File: config.mk
export PLATFORM = sky130hd
export DESIGN_NAME = i2c_master_write_sequencer_core_flat
export DESIGN_NICKNAME = d
export VERILOG_FILES = /design/src/i2cmws_pkg.sv /design/src/i2cmws_in_if.sv /design/src/i2cmws_out_if.sv /design/src/i2c_master_write_sequencer_core.sv /design/src/flat_wrapper.sv
export VERILOG_INCLUDE_DIRS = /design/src /design/src/src
export SDC_FILE = /design/constraint.sdc
export NUM_CORES = 1
export LEC_CHECK = 0
export BUFFER_PORTS_ARGS = -buffer_cell sky130_fd_sc_hd__buf_4
export CORE_MARGIN = 1
export CORE_UTILIZATION = 60
export CTS_BUF_LIST = sky130_fd_sc_hd__clkbuf_8
export DETAILED_ROUTE_END_ITERATION = 12
export HOLD_SLACK_MARGIN = 0.05
export PLACE_DENSITY = 0.88
export SYNTH_ARGS = -nofsm -noshare
export SYNTH_HDL_FRONTEND = slang
export SYNTH_SLANG_ARGS = --single-unit
File: constraint.sdc
create_clock -name i_clk -period 6.25 [get_ports i_clk]
set_clock_uncertainty 0.15 [all_clocks]
set_input_delay 1.25 -clock i_clk [delete_from_list [all_inputs] [get_ports i_clk]]
set_output_delay 1.25 -clock i_clk [all_outputs]
set_load 0.01 [all_outputs]
File: src/i2c_master_write_sequencer_core_macros.svh
// ----------------------------------------------------------------------------
// I2C master write sequencer assertion macros
// Concurrent assertion helpers for the sequencer core. Synthesis gets empty
// bodies.
// ----------------------------------------------------------------------------
`ifndef I2C_MASTER_WRITE_SEQUENCER_CORE_MACROS_SVH
`define I2C_MASTER_WRITE_SEQUENCER_CORE_MACROS_SVH

`ifndef SYNTHESIS
`define I2CMWS_ASSERT_SAME(label, clk, rst_n, ante, cons, msg) \
    label: assert property (@(posedge clk) disable iff (!rst_n) (ante) |-> (cons)) \
        else $error(msg);
`define I2CMWS_ASSERT_NEXT(label, clk, rst_n, ante, cons, msg) \
    label: assert property (@(posedge clk) disable iff (!rst_n) (ante) |=> (cons)) \
        else $error(msg);
`else
`define I2CMWS_ASSERT_SAME(label, clk, rst_n, ante, cons, msg)
`define I2CMWS_ASSERT_NEXT(label, clk, rst_n, ante, cons, msg)
`endif

`endif

File: src/i2cmws_pkg.sv
// ----------------------------------------------------------------------------
// I2C master write sequencer package
// Transaction payload types, phase codes and fixed constants.
// ----------------------------------------------------------------------------
package i2cmws_pkg;

    typedef struct packed {
        logic       req_type;
        logic       send_start;
        logic       send_addr;
        logic       send_data;
        logic       send_stop;
        logic [6:0] slave_addr;
        logic [7:0] data_byte;
        logic       sda_in;
    } t_in_item;

    typedef struct packed {
        logic       scl_out;
        logic       sda_out;
        logic       sda_released;
        logic       busy_res;
        logic [1:0] status;
    } t_out_item;

    localparam logic [3:0] PH_IDLE    = 4'd0;
    localparam logic [3:0] PH_ST_A    = 4'd1;
    localparam logic [3:0] PH_ST_B    = 4'd2;
    localparam logic [3:0] PH_ST_C    = 4'd3;
    localparam logic [3:0] PH_AB_LO   = 4'd4;
    localparam logic [3:0] PH_AB_HI   = 4'd5;
    localparam logic [3:0] PH_AB_TAIL = 4'd6;
    localparam logic [3:0] PH_AACK_LO = 4'd7;
    localparam logic [3:0] PH_AACK_HI = 4'd8;
    localparam logic [3:0] PH_DB_LO   = 4'd9;
    localparam logic [3:0] PH_DB_HI   = 4'd10;
    localparam logic [3:0] PH_DACK_LO = 4'd11;
    localparam logic [3:0] PH_DACK_HI = 4'd12;
    localparam logic [3:0] PH_SP_A    = 4'd13;
    localparam logic [3:0] PH_SP_B    = 4'd14;
    localparam logic [3:0] PH_SP_C    = 4'd15;

    localparam logic [1:0] ST_NONE      = 2'd0;
    localparam logic [1:0] ST_DONE      = 2'd1;
    localparam logic [1:0] ST_ADDR_NACK = 2'd2;
    localparam logic [1:0] ST_DATA_NACK = 2'd3;

    localparam logic [15:0] PHASE_TICKS_RESET = 16'd250;
    localparam logic [2:0]  TOP_BIT           = 3'd7;
    localparam logic        REG_PHASE_TICKS   = 1'b0;

endpackage

File: src/i2cmws_in_if.sv
// ----------------------------------------------------------------------------
// I2C master write sequencer input channel
// Valid/ready channel that carries one tick transaction with its command.
// ----------------------------------------------------------------------------
interface i2cmws_in_if import i2cmws_pkg::*; ();
    logic     valid;
    logic     ready;
    t_in_item data;

    modport source (output valid, output data, input ready);
    modport sink (input valid, input data, output ready);
endinterface

File: src/i2cmws_out_if.sv
// ----------------------------------------------------------------------------
// I2C master write sequencer output channel
// Valid/ready channel that carries the line levels and status of one tick.
// ----------------------------------------------------------------------------
interface i2cmws_out_if import i2cmws_pkg::*; ();
    logic      valid;
    logic      ready;
    t_out_item data;

    modport source (output valid, output data, input ready);
    modport sink (input valid, input data, output ready);
endinterface

File: src/i2c_master_write_sequencer_core.sv
// ----------------------------------------------------------------------------
// I2C master write sequencer core
// Bit-bang sequencer for a 7-bit address write: start, address with ACK,
// one data byte with ACK and stop, each optional, one tick per input transaction.
//
// Channel   Direction  Handshake       Payload
// i_in      in         valid / ready   command fields and sampled SDA
// o_out     out        valid / ready   SCL, SDA, release, busy, status
// APB       in         psel / penable  phase_ticks at byte address 0
//
// Every input transaction yields one output transaction in the next cycle.
// A new transaction is taken in every cycle while the output register is
// empty or being emptied, so the rate is one per clock without stalls.
// The sequencer state and the output register are updated in the same edge.
// Reset is synchronous and active low and leaves the bus idle with both
// lines high.
// ----------------------------------------------------------------------------
`include "i2c_master_write_sequencer_core_macros.svh"

module i2c_master_write_sequencer_core import i2cmws_pkg::*; (
    input  logic                i_clk,
    input  logic                i_rst_n,
    i2cmws_in_if.sink           i_in,
    i2cmws_out_if.source        o_out,
    input  logic                psel,
    input  logic                penable,
    input  logic                pwrite,
    input  logic [2:0]          paddr,
    input  logic [31:0]         pwdata,
    output logic [31:0]         prdata,
    output logic                pready
);

    logic [15:0] r_phase_ticks;
    logic [3:0]  r_phase;
    logic [3:0]  r_bit_count;
    logic [15:0] r_tick_count;
    logic [7:0]  r_shift_byte;
    logic [7:0]  r_held_data;
    logic [1:0]  r_pending;
    logic        r_scl;
    logic        r_sda;
    logic        r_rel;
    logic        r_out_valid;
    t_out_item   r_out;

    logic [3:0]  n_phase;
    logic [3:0]  n_bit_count;
    logic [15:0] n_tick_count;
    logic [7:0]  n_shift_byte;
    logic [7:0]  n_held_data;
    logic [1:0]  n_pending;
    logic        n_scl;
    logic        n_sda;
    logic        n_rel;
    logic [1:0]  n_status;

    logic        in_accept;
    logic        cfg_write;
    logic [15:0] limit;

    assign pready    = 1'b1;
    assign cfg_write = psel && penable && pwrite && (paddr[2] == REG_PHASE_TICKS);
    assign prdata    = (paddr[2] == REG_PHASE_TICKS) ? {16'd0, r_phase_ticks} : 32'd0;
    assign limit     = (r_phase_ticks == 16'd0) ? 16'd1 : r_phase_ticks;

    assign i_in.ready  = !r_out_valid || o_out.ready;
    assign in_accept   = i_in.valid && i_in.ready;
    assign o_out.valid = r_out_valid;
    assign o_out.data  = r_out;

    always_comb begin
        logic        ent_addr;
        logic        ent_data;
        logic        ent_stop;
        logic        addr_flag;
        logic [3:0]  bc_inc;
        logic [15:0] tick_inc;

        n_phase      = r_phase;
        n_bit_count  = r_bit_count;
        n_tick_count = r_tick_count;
        n_shift_byte = r_shift_byte;
        n_held_data  = r_held_data;
        n_pending    = r_pending;
        n_scl        = r_scl;
        n_sda        = r_sda;
        n_rel        = r_rel;
        n_status     = ST_NONE;
        ent_addr     = 1'b0;
        ent_data     = 1'b0;
        ent_stop     = 1'b0;
        addr_flag    = 1'b0;
        bc_inc       = r_bit_count + 4'd1;
        tick_inc     = r_tick_count + 16'd1;

        if (r_phase == PH_IDLE) begin
            if (i_in.data.req_type) begin
                n_held_data  = i_in.data.data_byte;
                n_shift_byte = {i_in.data.slave_addr, 1'b0};
                n_pending    = {i_in.data.send_stop, i_in.data.send_data};
                n_tick_count = 16'd0;
                if (i_in.data.send_start) begin
                    n_phase     = PH_ST_A;
                    n_bit_count = {3'd0, i_in.data.send_addr};
                    n_scl       = 1'b1;
                    n_sda       = 1'b1;
                    n_rel       = 1'b0;
                end else begin
                    ent_addr  = 1'b1;
                    addr_flag = i_in.data.send_addr;
                end
            end
        end else if (tick_inc < limit) begin
            n_tick_count = tick_inc;
        end else begin
            n_tick_count = 16'd0;
            case (r_phase)
                PH_ST_A: begin
                    n_phase = PH_ST_B;
                    n_sda   = 1'b0;
                    n_rel   = 1'b0;
                end
                PH_ST_B: begin
                    n_phase = PH_ST_C;
                    n_scl   = 1'b0;
                    n_rel   = 1'b0;
                end
                PH_ST_C: begin
                    ent_addr  = 1'b1;
                    addr_flag = r_bit_count[0];
                end
                PH_AB_LO: begin
                    n_phase = PH_AB_HI;
                    n_scl   = 1'b1;
                    n_rel   = 1'b0;
                end
                PH_AB_HI: begin
                    n_bit_count = bc_inc;
                    n_scl       = 1'b0;
                    n_rel       = 1'b0;
                    if (bc_inc < 4'd8) begin
                        n_phase = PH_AB_LO;
                        n_sda   = r_shift_byte[TOP_BIT - bc_inc[2:0]];
                    end else begin
                        n_phase = PH_AB_TAIL;
                    end
                end
                PH_AB_TAIL: begin
                    n_phase = PH_AACK_LO;
                    n_scl   = 1'b0;
                    n_sda   = 1'b1;
                    n_rel   = 1'b1;
                end
                PH_AACK_LO: begin
                    n_phase = PH_AACK_HI;
                    n_scl   = 1'b1;
                    n_sda   = 1'b1;
                    n_rel   = 1'b1;
                end
                PH_AACK_HI: begin
                    n_scl = 1'b0;
                    n_sda = 1'b1;
                    n_rel = 1'b1;
                    if (i_in.data.sda_in) begin
                        n_phase     = PH_IDLE;
                        n_bit_count = 4'd0;
                        n_status    = ST_ADDR_NACK;
                    end else begin
                        ent_data = 1'b1;
                    end
                end
                PH_DB_LO: begin
                    n_phase = PH_DB_HI;
                    n_scl   = 1'b1;
                    n_rel   = 1'b0;
                end
                PH_DB_HI: begin
                    n_bit_count = bc_inc;
                    n_scl       = 1'b0;
                    if (bc_inc < 4'd8) begin
                        n_phase = PH_DB_LO;
                        n_sda   = r_held_data[TOP_BIT - bc_inc[2:0]];
                        n_rel   = 1'b0;
                    end else begin
                        n_phase = PH_DACK_LO;
                        n_sda   = 1'b1;
                        n_rel   = 1'b1;
                    end
                end
                PH_DACK_LO: begin
                    n_phase = PH_DACK_HI;
                    n_scl   = 1'b1;
                    n_sda   = 1'b1;
                    n_rel   = 1'b1;
                end
                PH_DACK_HI: begin
                    n_scl = 1'b0;
                    n_sda = 1'b1;
                    n_rel = 1'b1;
                    if (i_in.data.sda_in) begin
                        n_phase     = PH_IDLE;
                        n_bit_count = 4'd0;
                        n_status    = ST_DATA_NACK;
                    end else begin
                        ent_stop = 1'b1;
                    end
                end
                PH_SP_A: begin
                    n_phase = PH_SP_B;
                    n_scl   = 1'b1;
                    n_sda   = 1'b0;
                    n_rel   = 1'b0;
                end
                PH_SP_B: begin
                    n_phase = PH_SP_C;
                    n_scl   = 1'b1;
                    n_sda   = 1'b1;
                    n_rel   = 1'b0;
                end
                PH_SP_C: begin
                    n_phase     = PH_IDLE;
                    n_bit_count = 4'd0;
                    n_status    = ST_DONE;
                end
                default: begin
                    n_phase     = PH_IDLE;
                    n_bit_count = 4'd0;
                    n_status    = ST_NONE;
                end
            endcase
        end

        // The command parts are entered in order, skipping those not asked for.
        if (ent_addr) begin
            if (addr_flag) begin
                n_phase     = PH_AB_LO;
                n_bit_count = 4'd0;
                n_scl       = 1'b0;
                n_sda       = n_shift_byte[TOP_BIT];
                n_rel       = 1'b0;
            end else begin
                ent_data = 1'b1;
            end
        end
        if (ent_data) begin
            if (n_pending[0]) begin
                n_phase     = PH_DB_LO;
                n_bit_count = 4'd0;
                n_scl       = 1'b0;
                n_sda       = n_held_data[TOP_BIT];
                n_rel       = 1'b0;
            end else begin
                ent_stop = 1'b1;
            end
        end
        if (ent_stop) begin
            if (n_pending[1]) begin
                n_phase = PH_SP_A;
                n_scl   = 1'b0;
                n_sda   = 1'b0;
                n_rel   = 1'b0;
            end else begin
                n_phase      = PH_IDLE;
                n_bit_count  = 4'd0;
                n_tick_count = 16'd0;
                n_status     = ST_DONE;
            end
        end
    end

    always_ff @(posedge i_clk) begin
        if (!i_rst_n) begin
            r_phase_ticks <= PHASE_TICKS_RESET;
        end else if (cfg_write) begin
            r_phase_ticks <= pwdata[15:0];
        end
    end

    always_ff @(posedge i_clk) begin
        if (!i_rst_n) begin
            r_phase      <= PH_IDLE;
            r_bit_count  <= 4'd0;
            r_tick_count <= 16'd0;
            r_shift_byte <= 8'd0;
            r_held_data  <= 8'd0;
            r_pending    <= 2'd0;
            r_scl        <= 1'b1;
            r_sda        <= 1'b1;
            r_rel        <= 1'b0;
            r_out_valid  <= 1'b0;
        end else if (in_accept) begin
            r_phase      <= n_phase;
            r_bit_count  <= n_bit_count;
            r_tick_count <= n_tick_count;
            r_shift_byte <= n_shift_byte;
            r_held_data  <= n_held_data;
            r_pending    <= n_pending;
            r_scl        <= n_scl;
            r_sda        <= n_sda;
            r_rel        <= n_rel;
            r_out_valid  <= 1'b1;
        end else if (o_out.ready) begin
            r_out_valid  <= 1'b0;
        end
    end

    always_ff @(posedge i_clk) begin
        if (in_accept) begin
            r_out.scl_out      <= n_scl;
            r_out.sda_out      <= n_sda;
            r_out.sda_released <= n_rel;
            r_out.busy_res     <= (n_phase != PH_IDLE);
            r_out.status       <= n_status;
        end
    end

    `I2CMWS_ASSERT_SAME(a_released_sda_high, i_clk, i_rst_n, r_out_valid && r_out.sda_released, r_out.sda_out, "Released SDA is not reported high.")
    `I2CMWS_ASSERT_SAME(a_status_only_at_end, i_clk, i_rst_n, r_out_valid && (r_out.status != ST_NONE), !r_out.busy_res, "Status reported while still busy.")
    `I2CMWS_ASSERT_SAME(a_idle_tick_clear, i_clk, i_rst_n, r_phase == PH_IDLE, r_tick_count == 16'd0, "Tick counter not cleared while idle.")
    `I2CMWS_ASSERT_NEXT(a_accept_gives_result, i_clk, i_rst_n, in_accept, r_out_valid, "Accepted transaction produced no result.")

endmodule
File: src/flat_wrapper.sv
// flat-port wrapper written by rule: the top's interface ports become plain ports
module i2c_master_write_sequencer_core_flat import i2cmws_pkg::*;
  (i_clk, i_rst_n, psel, penable, pwrite, paddr, pwdata, prdata, pready, i_in_valid, i_in_data, i_in_ready, o_out_valid, o_out_data, o_out_ready);
  i2cmws_in_if i_in_i ();
  i2cmws_out_if o_out_i ();
  input  logic i_clk;
  input  logic i_rst_n;
  input  logic psel;
  input  logic penable;
  input  logic pwrite;
  input  logic [2:0] paddr;
  input  logic [31:0] pwdata;
  output logic [31:0] prdata;
  output logic pready;
  input wire logic [$bits(i_in_i.valid)-1:0] i_in_valid;
  input wire logic [$bits(i_in_i.data)-1:0] i_in_data;
  output wire logic [$bits(i_in_i.ready)-1:0] i_in_ready;
  output wire logic [$bits(o_out_i.valid)-1:0] o_out_valid;
  output wire logic [$bits(o_out_i.data)-1:0] o_out_data;
  input wire logic [$bits(o_out_i.ready)-1:0] o_out_ready;
  assign i_in_i.valid = i_in_valid;
  assign i_in_i.data = i_in_data;
  assign i_in_ready = i_in_i.ready;
  assign o_out_valid = o_out_i.valid;
  assign o_out_data = o_out_i.data;
  assign o_out_i.ready = o_out_ready;
  i2c_master_write_sequencer_core u_core (.i_clk(i_clk), .i_rst_n(i_rst_n), .i_in(i_in_i), .o_out(o_out_i), .psel(psel), .penable(penable), .pwrite(pwrite), .paddr(paddr), .pwdata(pwdata), .prdata(prdata), .pready(pready));
endmodule
### Word level (Yosys, flattened, before mapping)

Index checks and enable logic that the tools add are counted.

* add/subtract/negate cells: 3
* $lt $le $gt $ge: 3
* equal/unequal tests: 15
* mux-type cells: 109
* bitwise gates (word level): 1
* reductions and logical operators: 20

Operators with widths (number)
* two-way mux 16 bit: 7
* two-way mux 4 bit: 22
* two-way mux 1 bit: 58
* case mux 4 bit (13 select lines): 1
* == test 4 bit, second input constant: 8
* two-way mux 8 bit: 4
* two-way mux 2 bit: 10
* OR reduction 6 bit: 3
* adder 16 x 1 -> 16 bit, second input constant: 1
* == test 4 x 3 -> 1 bit, second input constant: 4
* zero test 16 bit: 1
* less-than comparator 16 bit: 1
* case mux 4 bit (3 select lines): 1
* OR reduction 10 bit: 1
* == test 4 x 2 -> 1 bit, second input constant: 2
* OR reduction 7 bit: 1
* binary-select mux 1 bit (select 3 bit): 2
* case mux 2 bit (3 select lines): 1
* OR reduction 2 bit: 3
* OR reduction 5 bit: 1
* adder 4 x 1 -> 4 bit, second input constant: 1
* == test 4 x 1 -> 1 bit, second input constant: 1
* logical AND 1 bit: 4
* zero test 4 bit: 1
* other kinds (12): 12

* flip-flop bits (word level): 67
* input port bits: 63
* output and inout bits: 41

### Depth between registers and ports, before layout

* depth after elaboration: 14
* gate-level depth with buffers: 18
* mapped depth without buffers: 16

### Worst setup path before layout

Ideal clock, no wire load.

* kind: flip-flop to flip-flop
* start: register u_core.r_tick_count[0]
* end: register u_core.r_out (netlist bit u_core.o_out.data[2]), data pin
* library setup time: 0.278 ns
* arrival: 3.774 ns
* required time: 5.822 ns
* slack: 2.048 ns
* stages on the path, launching flop included: 17
* path buffers: 1
* cells stage by stage: dfxtp_1 -> nand3_1 -> nor3_1 -> and3_1 -> and3_1 -> clkbuf_1 -> nand3_1 -> xnor2_1 -> ha_1 -> a21oi_1 -> o21ai_0 -> a21o_1 -> and2_1 -> a221o_2 -> o41a_4 -> o211ai_1 -> nand4_1

* longest elaborated chain between the ends: 10

Ends and longest elaborated chain
* from (decl): line i2c_master_write_sequencer_core.sv:37 `logic [15:0] r_tick_count;`
* from (signal assigned): line i2c_master_write_sequencer_core.sv:295 `r_tick_count <= n_tick_count;`
* adder 16 x 1 -> 16 bit (*): line i2c_master_write_sequencer_core.sv:95 `tick_inc = r_tick_count + 16'd1;`
* less-than comparator 16 bit (*): line i2c_master_write_sequencer_core.sv:114 `end else if (tick_inc < limit) begin`
* two-way mux 4 bit / two-way mux 1 bit (equally long branches): line i2c_master_write_sequencer_core.sv:114
* two-way mux 4 bit / two-way mux 1 bit (equally long branches): line i2c_master_write_sequencer_core.sv:97 `if (r_phase == PH_IDLE) begin`
* two-way mux 4 bit: line i2c_master_write_sequencer_core.sv:236 `if (addr_flag) begin`
* two-way mux 4 bit: line i2c_master_write_sequencer_core.sv:235 `if (ent_addr) begin`
* two-way mux 4 bit: line i2c_master_write_sequencer_core.sv:247 `if (n_pending[0]) begin`
* two-way mux 4 bit: line i2c_master_write_sequencer_core.sv:246 `if (ent_data) begin`
* two-way mux 4 bit (*): line i2c_master_write_sequencer_core.sv:257 `if (ent_stop) begin`
* nonzero test 4 bit (*): line i2c_master_write_sequencer_core.sv:313 `r_out.busy_res <= (n_phase != PH_IDLE);`
* to (decl): line i2c_master_write_sequencer_core.sv:45 `t_out_item r_out;`

Mark *: on every way between the ends. The rest lies on a longest branch, timed or not.
A chain may end at the register's enable or synchronous reset.

### Worst setup path in the final report

* start: register u_core.r_tick_count[0]
* end: register u_core.r_tick_count[1]

* longest elaborated chain between the ends: 8

Ends and longest elaborated chain (line)
* adder 16 x 1 -> 16 bit (*): i2c_master_write_sequencer_core.sv:95
* less-than comparator 16 bit: i2c_master_write_sequencer_core.sv:114
* two-way mux 1 bit: i2c_master_write_sequencer_core.sv:114
* two-way mux 1 bit: i2c_master_write_sequencer_core.sv:97
* two-way mux 1 bit: i2c_master_write_sequencer_core.sv:236
* two-way mux 1 bit: i2c_master_write_sequencer_core.sv:235
* two-way mux 1 bit: i2c_master_write_sequencer_core.sv:246
* two-way mux 16 bit (*): i2c_master_write_sequencer_core.sv:257

Marked as above.

==> flow_summary.yaml <==
clocking:
  cts-root-buf: "clkbuf_8"
  cts_setup_buffers: 0
  ctsResizeCount: 0
  clock_latency_ns: 0.37
  clock_tree.buffer_depth: 2
  postCtsHoldBufs: 0
  cts.clk_slew.worst_paths_ns: 0.08
  htreeDepth: 3
  cts_buffers: 9
  cts_tree: "yes"
  clock_sinks: 67
timing:
  min_period_over_period: 0.818
  setup_viol: 0
  rsz0062_at_grt: "no"
  worst_slew_pin_slew_ns: 1.17
  slew_headroom: 0.213
  hold_viol_final: 0
  period_needed_ns: 5.11
  max_freq_ghz: 0.196
  drv_slew: 0
  fin_tns_setup_ns: 0
drt:
  drc: 0
  first_iter_violations: 519
  route.final.wire_length_mm: 12.1
  dr.pass1.iters: 7
  drt-wirelength-per-cell_um: 16.6
  avgViaCountPerCell: 6.25
  ant_nets: 0
  num_vias: 4534
grt:
  grt_overflow: 0
  grt_util_all_layers: 0.327
  antenna_found_initial: 0
  grt_max_degree: 48
  grt_pass1_wl_mm: 19.3
  grt_pass1_vias: 4007
placed_design:
  finalWeightedCongestion: 0.952
  dp_hpwl_mm: 8.58
  port_buffers: 68
power:
  vdd.ir_drop.worst_v: 0.000167
  p_per_area_nw_per_um2: 219
  p_int_uw: 772
  clockPowerShare: 0.379
  comb_power_share: 0.194
  p_sw_frac: 0.304
  p_sw_uw: 336
  p_seq_frac: 0.427
  leakage_nw: 2.12
critical_path:
  critPathLaunchType: "register"
  critPathMaxFanout: 16
  cp.required_ns: 6.40
  critPathCaptureType: "register"
  critical_path_class: "reg -> reg"
  cp_data_arrival_time_ns: 5.26
floorplan:
  die_area_um2: 7610
  initial_core_util: 0.631
  die_h_um: 87.2
  die_width_um: 87.2
  io_pins: 104
  core_area_um2: 6910
  fp-row-count: 30
synth:
  syn-cell-area_um2: 4360
  synth-seq-cells: 67
  ys_warn_count: 0
  ys.flop_type: "dfxtp_1"
  ys_async_sr_fraction: 0
  synth-edff-count: 6
  seq_area_frac_synth: 0.322
  synth.distinct_cells: 64
  netlist_instances: 574
  avgSynthCellArea_um2: 7.59
cells_and_area:
  drive_gt1_frac: 0.167
  syn_to_final_growth_pct: 16.0
  num_antenna_cells: 0
  nFillCells: 577
  final_util: 0.732
  fin_nets: 705
min_path:
  hp-class: "reg -> reg"
status:
  outcome: "finished clean"
job:
  maxCapViolations: 0
## layout by cell type, fill, tap and decap left out, types with 10 or more instances in the layout
master | Yosys | final
and3_1 | 10 | 10
inv_1 | 21 | 20
conb_1 | 2 | 17
nand2b_1 | 10 | 10
nor3_1 | 17 | 16
o211ai_1 | 11 | 11
a21oi_1 | 66 | 66
nor2_1 | 46 | 46
buf_4 | 17 | 71
dfxtp_1 | 61 | 61
nand3b_1 | 10 | 10
xor2_1 | 12 | 12
ha_1 | 17 | 17
o21ai_0 | 25 | 25
clkbuf_8 | 0 | 10
nand3_1 | 14 | 14
nand2_1 | 96 | 96
## power by group through the flow
stage | logic, mW | clock network, mW | registers (mW)
after floorplan | 0.150 | 0 | 0.472
after global placement | 0.206 | 0 | 0.481
after detailed placement | 0.209 | 0 | 0.482
after CTS | 0.210 | 0.420 | 0.472
after global routing | 0.233 | 0.443 | 0.476
final | 0.215 | 0.420 | 0.473
## critical path: stages (launching register included)
cell and delay (ns):
dfxtp_1 0.40, nand3_1 0.21, nor3_1 0.46, and3_1 0.31, and3_1 0.30, nand3_1 0.14, xnor2_1 0.24, ha_1 0.30
a21oi_1 0.14, o21ai_0 0.15, a21oi_1 0.57, nand2_1 0.43, nor3_2 0.90, a22oi_1 0.21, nor2_1 0.15
## cells by family after synthesis
logic type,share of synthesized area
mux,0.0327
compound gates,0.225
xor+xnor,0.0342
flops,0.322
fa+ha+maj,0.0488
simple gates,0.260
buf+inv,0.0750
other cells,0.00172
## registers in the layout, indices dropped and copies added, names as in the netlist
register              count
u_core.r_held_data        8
u_core.r_scl              1
u_core.r_tick_count      16
u_core.o_out.valid        1
u_core.r_rel              1
u_core.r_pending          2
u_core.r_sda              1
u_core.r_phase            4
u_core.r_phase_ticks     16
u_core.r_bit_count        4
u_core.r_shift_byte       7
u_core.o_out.data         6
## routing by layer
metal  vias to the layer above  track usage  routed length, µm
li1                       2128            -                  -
met1                      2106        0.460               5110
met2                       264        0.503               5590
met3                        36       0.0673               1090
met4                         0        0.107                267
met5                         -            0                  0
## layout make-up
type                    instances  area, µm²  area share
clock buffers                  10        138      0.0272
clock inverters                 6       87.6      0.0173
inverters                      22       82.6      0.0163
repair buffers                 71        533       0.105
flip-flops and latches         67       1400       0.277
well taps                      96        120      0.0238
multi-input cells             454       2690       0.532
## path summary, 6_finish.rpt
kind,from,to,slack (ns),cells after the start
worst max-delay path,u_core.r_tick_count[0]$_SDFFE_PN0P_,u_core.r_tick_count[1]$_SDFFE_PN0P_,1.14,14
worst min-delay path,u_core.r_shift_byte[4]$_SDFFE_PN0P_,u_core.r_shift_byte[4]$_SDFFE_PN0P_,0.31,2
worst max register to register,u_core.r_tick_count[0]$_SDFFE_PN0P_,u_core.r_tick_count[1]$_SDFFE_PN0P_,1.14,14
worst min register to register,u_core.r_shift_byte[4]$_SDFFE_PN0P_,u_core.r_shift_byte[4]$_SDFFE_PN0P_,0.31,2
## per-stage QoR
step	hold slack, ns	area, µm²	total power, mW	setup slack [ns]	std cells
2_1_floorplan	0.282	4410	0.622	2.05	589
3_3_place_gp	0.288	4830	0.687	1.33	710
3_5_place_dp	0.297	4830	0.691	1.19	710
4_1_cts	0.308	5050	1.10	1.19	726
5_1_grt	0.323	5050	1.15	0.624	726
6_report	0.306	5050	1.11	1.14	726
## Yosys cell counts (4+ instances only)
library cell  number  area, µm²
nand2_1           96        360
a21oi_1           66        330
dfxtp_1           61       1220
nor2_1            46        173
clkbuf_1          27        101
o21ai_0           25        125
inv_1             21       78.8
buf_4             17        128
ha_1              17        213
nor3_1            17       85.1
nand3_1           14       70.1
xor2_1            12        105
o211ai_1          11       82.6
and3_1            10       62.6
nand2b_1          10       62.6
nand3b_1          10       75.1
nand4_1            7       43.8
a22oi_1            6       45.0
and2_1             6       37.5
edfxtp_1           6        180
nor4_1             6       37.5
a221oi_1           5       43.8
xnor2_1            5       43.8
a211oi_1           4       30.0
mux2_2             4       45.0
nor2b_1            4       25.0
Power figures use the tool's default switching activity.
